`config.mk`:
```
export PLATFORM = sky130hd
export DESIGN_NAME = mtt_cell
export DESIGN_NICKNAME = d
export VERILOG_FILES = /design/src/rtl/mtt_pkg.sv /design/src/rtl/mtt_cell.sv
export SDC_FILE = /design/constraint.sdc
export NUM_CORES = 1
export LEC_CHECK = 0
export BUFFER_PORTS_ARGS = -buffer_cell sky130_fd_sc_hd__buf_4
export CAP_MARGIN = 0
export CORE_ASPECT_RATIO = 1.2
export CORE_MARGIN = 10
export CORE_UTILIZATION = 49
export CTS_CLUSTER_DIAMETER = 200
export CTS_CLUSTER_SIZE = 16
export DETAILED_ROUTE_END_ITERATION = 16
export GPL_ROUTABILITY_DRIVEN = 0
export HOLD_SLACK_MARGIN = 0.06
export PLACE_DENSITY_LB_ADDON = 0.2
export SYNTH_ARGS = -nofsm -noshare
export SYNTH_HDL_FRONTEND = slang
export SYNTH_SLANG_ARGS = --single-unit
```
`constraint.sdc`:
```
create_clock -name clk -period 7.2 [get_ports clk]
set_input_delay 1.8 -clock clk [delete_from_list [all_inputs] [get_ports clk]]
set_output_delay 1.8 -clock clk [all_outputs]
set_load 0.005 [all_outputs]
```
`src/rtl/mtt_pkg.sv`:
```
// Package for the multitape transition table lookup block.
// Holds default sizes, command and status codes and the scan token type.
// Used by the interfaces, the table cell and the top level.
`timescale 1ns / 1ps
`default_nettype none

package mtt_pkg;

  localparam int ENTRIES_DEF     = 64;
  localparam int TAPES_DEF       = 2;
  localparam int SYMBOL_BITS_DEF = 8;

  localparam int STATE_W = 8;
  localparam int SYM_W   = 16;
  localparam int MOVE_W  = 4;
  localparam int STAT_W  = 2;

  localparam logic CMD_INSERT = 1'b0;
  localparam logic CMD_LOOKUP = 1'b1;

  localparam logic [STAT_W-1:0] STAT_OK      = 2'd0;
  localparam logic [STAT_W-1:0] STAT_NOMATCH = 2'd1;
  localparam logic [STAT_W-1:0] STAT_FULL    = 2'd2;

  // A lookup key travelling down the row of cells, with the result it has
  // picked up so far.
  typedef struct packed {
    logic               vld;
    logic [STATE_W-1:0] st;
    logic [SYM_W-1:0]   rd;
    logic               hit;
    logic [STATE_W-1:0] nxt;
    logic [SYM_W-1:0]   wr;
    logic [MOVE_W-1:0]  mv;
  } token_t;

endpackage

`default_nettype wire

```
`src/rtl/mtt_cell.sv`:
```
// One table cell: holds a single transition entry and compares the passing
// lookup token against it. Depends on mtt_pkg.
`timescale 1ns / 1ps
`default_nettype none

module mtt_cell #(
  parameter int IDX   = 0,
  parameter int CNT_W = 7
) (
  input  wire                          clk,
  input  wire                          rst_n,
  input  wire                          wr_en,
  input  wire [CNT_W-1:0]              wr_idx,
  input  wire [mtt_pkg::STATE_W-1:0]   wr_st,
  input  wire [mtt_pkg::SYM_W-1:0]     wr_rd,
  input  wire [mtt_pkg::STATE_W-1:0]   wr_nxt,
  input  wire [mtt_pkg::SYM_W-1:0]     wr_wr,
  input  wire [mtt_pkg::MOVE_W-1:0]    wr_mv,
  input  wire [CNT_W-1:0]              count,
  input  wire mtt_pkg::token_t         tok_in,
  output mtt_pkg::token_t              tok_out
);

  localparam logic [CNT_W-1:0] MY_IDX = CNT_W'(IDX);

  logic [mtt_pkg::STATE_W-1:0] st_r;
  logic [mtt_pkg::SYM_W-1:0]   rd_r;
  logic [mtt_pkg::STATE_W-1:0] nxt_r;
  logic [mtt_pkg::SYM_W-1:0]   wr_r;
  logic [mtt_pkg::MOVE_W-1:0]  mv_r;
  mtt_pkg::token_t             tok_r;
  mtt_pkg::token_t             tok_nxt;
  logic                        held;

  assign held = (count > MY_IDX);

  always_comb begin
    tok_nxt = tok_in;
    if (tok_in.vld && !tok_in.hit && held && (tok_in.st == st_r) &&
        (tok_in.rd == rd_r)) begin
      tok_nxt.hit = 1'b1;
      tok_nxt.nxt = nxt_r;
      tok_nxt.wr  = wr_r;
      tok_nxt.mv  = mv_r;
    end
  end

  always_ff @(posedge clk) begin
    if (wr_en && (wr_idx == MY_IDX)) begin
      st_r  <= wr_st;
      rd_r  <= wr_rd;
      nxt_r <= wr_nxt;
      wr_r  <= wr_wr;
      mv_r  <= wr_mv;
    end
  end

  always_ff @(posedge clk) begin
    if (!rst_n) begin
      tok_r     <= '0;
    end else begin
      tok_r     <= tok_nxt;
    end
  end

  assign tok_out = tok_r;

endmodule

`default_nettype wire
```
# Word level (Yosys, flattened, before mapping)
# Cells that the tools add are included.
[classes] mux=1 n_eq_ne=2 order_cmp=1 n_reduce_logical=7
[op_table] operator="2-to-1 mux 29 bit" n=1
[op_table] operator="== test 16 bit" n=1
[op_table] operator="== test 8 bit" n=1
[op_table] operator="> comparator 7 x 1 -> 1 bit (second input constant)" n=1
[op_table] operator="logical NOT 7 bit" n=1
[op_table] operator="logical AND 1 bit" n=5
[op_table] operator="logical NOT 1 bit" n=1
[totals] ff_bits=106 elab_cells=23 output_inout_bits=54 inputBits=123

# Depth between registers and ports, before layout
[logic_depth] depth_word=6 depth_mapped=7 mapped_depth_nobuf=5

# Worst setup path after synthesis
# No wires, ideal clock.
[synth_path] kind="in2reg" from="input port wr_idx[1]" to="register mv_r[0] (netlist bit), enable pin" setup_slack_ps=3386 n_path_buf=0 cell_stages=2 arrival_time_ps=3399 setup_time_ps=416 required_time_ps=6784 path_cell_list="nor4_1 -> and4b_1"
[synth_via] elab_chain_len=2
[synth_lines] item="from (decl)" line_no="mtt_cell.sv:13" source="input wire [CNT_W-1:0] wr_idx,"
[synth_lines] item="logical NOT 7 bit" line_no="mtt_cell.sv:49" source="if (wr_en && (wr_idx == MY_IDX)) begin"
[synth_lines] item="logical AND 1 bit" line_no="mtt_cell.sv:49"
[synth_lines] item="to (signal assigned)" line_no="mtt_cell.sv:54" source="mv_r <= wr_mv;"
[synth_lines] item="to (decl)" line_no="mtt_cell.sv:30" source="logic [mtt_pkg::MOVE_W-1:0] mv_r;"
# No other way between the ends.
# A chain may end at the register's enable or synchronous reset.

# Worst setup path in the final report
[layout_path] from="input port tok_in[33] (netlist bit)" to="register tok_r (netlist bit tok_out[21])"
[layout_via] elab_chain_len=3
[layout_lines] item="from (decl)" line_no="mtt_cell.sv:20" source="input wire mtt_pkg::token_t tok_in,"
[layout_lines] item="== test 16 bit" line_no="mtt_cell.sv:40" source="(tok_in.rd == rd_r)) begin"
[layout_lines] item="logical AND 1 bit" line_no="mtt_cell.sv:39" source="if (tok_in.vld && !tok_in.hit && held && (tok_in.st == st_r) &&"
[layout_lines] item="2-to-1 mux 29 bit" line_no="mtt_cell.sv:39"
[layout_lines] item="to (signal assigned)" line_no="mtt_cell.sv:62" source="tok_r <= tok_nxt;"
[layout_lines] item="to (decl)" line_no="mtt_cell.sv:31" source="mtt_pkg::token_t tok_r;"
# No other way between the ends.

==> impl_metrics.ini <==
[status]
status = finished clean

[power]
power.density_nw_per_um2 = 213
vdd_drop_max_v = 0.000183
leakage_nw = 2.15

[worst_setup_path]
crit_fanout = 29
cp_data_required_time_ns = 7.47
critPathLaunchType = primary input
cp-end-kind = flop
crit_chain = buf_4 > xor2_1 > nor4_2 > and4_1 > nand3_1 > a21oi_1
cp_data_arrival_time_ns = 3.87
crit_slowest_cell = and4_1
critical_path_class = primary input to flop
cp_num_buf_inv = 1
reg2reg_depth = 5
crit-reg2reg-launch = rd_r[4]
r2r_slack_ns = 4.73
regToRegEndpoint = tok_out[21]
critical_path.top_delay_family = simple AND/OR/NAND/NOR gates
startpoint = tok_in[33]
crit_path_max_incr_delay_ns = 1.02
cp.depth = 6

[floorplanning]
die_h_um = 115
num_rows = 34
die_area_sq_um = 11400
floorplan.die.width_um = 99.1
pin_count = 177
initial_utilization_pct = 50.5
fp.coreArea_sq_um = 7270

[min_path]
min_path_type = flop to flop
holdPathEnd = tok_out[6]
hp-start = wr_r[2]
worst_hold_path.num_cells = 2

[drt]
ant_nets = 0
vias_per_cell = 5.07
routed_wl_um = 10100
drtPass1Iterations = 4
first_iter_violations = 151
via_count = 2746
route.detailed.drc = 0
wire_per_inst_um = 18.6

[clocking]
cts-root-buf = clkbuf_8
h-tree-depth = 3
postCtsResizedCells = 0
clockBufferDepth = 2
postCtsSetupBuffers = 0
numCtsBuffers = 9
clock_latency_ns = 0.35
cts_tree = built
ctsHoldBuffers = 0
clock-sinks = 106
clk_pin_slew_worst_paths_ns = 0.10

[timing]
fin_skew_ns = 0.0117
layout_setup_ws_ns = 3.60
rsz0062_at_grt = false
finalSetupViolations = 0
fin_crit_ns = 3.60
slew_headroom_pct = 21.0
worst_pin_slew_ns = 1.19
finalSetupTns_ns = 0
maxSlewViolCount = 0
hold_viol_final = 0
timing.hold.ws_ns = 0.527
timing.fmax_mhz = 278
period_share_pct = 50.0

[grt]
grt_pass1_vias = 3029
antenna_found_initial = 0
grt_max_degree = 39
grt.total_usage_pct = 17.3
grt_pass1_wl_um = 15400
grt_overflow_total = 0

[placement]
pre_cts_slack_ns = 3.22
dp_cells = 526
place_hpwl_um = 7490
port_buffers = 176

[final_layout]
fill_cells = 541
diodes = 0
drive_gt1_share_pct = 43.8
layout.cells.non_filler = 542
nets = 570
area_growth_pct = 42.4

[synthesis]
netlist.area_leader.share_pct = 42.5
ys_warn_count = 0
syn_avg_cell_area_sq_um = 13.4
ys_types = 21
yosysTopAreaCell = edfxtp_1
synth_nets = 397
synth-edff-count = 52
seq_area_frac_synth_pct = 71.9
synth-seq-cells = 106
synth_area_sq_um = 3670
synth_ff_type = dfxtp_1
synth_area_leaders = edfxtp_1 42%, dfxtp_1 29%, xor2_1 5.7%, and2_1 4.1%, a21oi_1 3.9%
synthCells = 274
async_reset_ff_share_pct = 0

[run]
max_cap_viol_count = 0
==> routing by layer <==
| metal | up-vias | global-route usage (%) | wire length (um) |
|---|---|---|---|
| met5 | - | 0 | 0 |
| met4 | 0 | 6.22 | 170 |
| met3 | 11 | 8.16 | 1120 |
| li1 | 1321 | - | - |
| met2 | 128 | 30.8 | 5330 |
| met1 | 1286 | 17.2 | 3450 |
==> state kept, by name (all words and copies together), names as in the netlist <==
name,flops
st_r,8
nxt_r,8
mv_r,4
rd_r,16
tok_out,54
wr_r,16
==> cells by family (layout without fill, tap and decap cells) <==
group | Yosys count | after routing | share of synthesized area [%]
xor gates and xnor gates | 24 | 24 | 5.72
and+or+nand+nor | 69 | 69 | 11.7
buffers and inverters | 17 | 195 | 2.18
DFF | 106 | 106 | 71.9
AOI/OAI and AO/OA | 58 | 58 | 8.51
==> placed cells by master (no fill, tap or decap), types with 2 or more instances in the layout <==
cell type   netlist  layout
buf_4             1     177
dfxtp_1          54      54
edfxtp_1         52      52
nand3_1          29      29
a21oi_1          29      29
o21ai_1          28      28
and2_1           24      24
xor2_1           24      24
clkbuf_8          0       9
nor4_2            5       5
nor2_1            3       3
clkbuf_1          9       3
clkinvlp_4        0       3
nor4_1            2       2
nor3_1            2       2
inv_1             2       2
==> cells in the mapped netlist, drive strengths merged, types with 2 or more instances <==
cell type / number
nor3: 2
o21ai: 28
buf: 6
nor2: 3
edfxtp: 52
a21oi: 29
and2: 24
xor2: 24
nor4: 7
inv: 2
clkbuf: 9
nand3: 29
dfxtp: 54
==> power breakdown <==
part / switching (mW) / internal (mW) / leakage [nW]
clock network: 0.190 / 0.161 / 0.0828
registers: 0.00475 / 0.648 / 0.918
logic: 0.0364 / 0.0716 / 1.15
total: 0.231 / 0.881 / 2.15
==> stage by stage <==
stage	cell area [sq um]	power (mW)	util (%)
after CTS	5230	1.12	71.9
after global placement	5040	0.773	69.3
after global routing	5230	1.16	71.9
after floorplan	3670	0.692	-
final	5230	1.11	71.9
after detailed placement	5040	0.777	69.3
==> final cells by class <==
type	instances	area, sq um	area share, %
sequential	106	2640	50.5
timing repair buffer	177	1330	25.4
multi-input combinational	151	953	18.2
clock buffer	12	135	2.58
tap	90	113	2.15
clock inverter	4	52.6	1.00
inverter	2	7.51	0.143
==> worst reg2reg max path, cell delays in order, from the launching register on <==
cell and delay [ns]:
edfxtp_1 0.39, xor2_1 0.18, nor4_2 0.40, and4_1 1.02, nand3_1 0.18, a21oi_1 0.21
==> worst max path at each step <==
stage                  endpoint
global placement    tok_out[25]
CTS                 tok_out[11]
floorplan               mv_r[0]
global route        tok_out[22]
finish              tok_out[21]
detailed placement  tok_out[11]
Power figures use the tool's default switching activity.
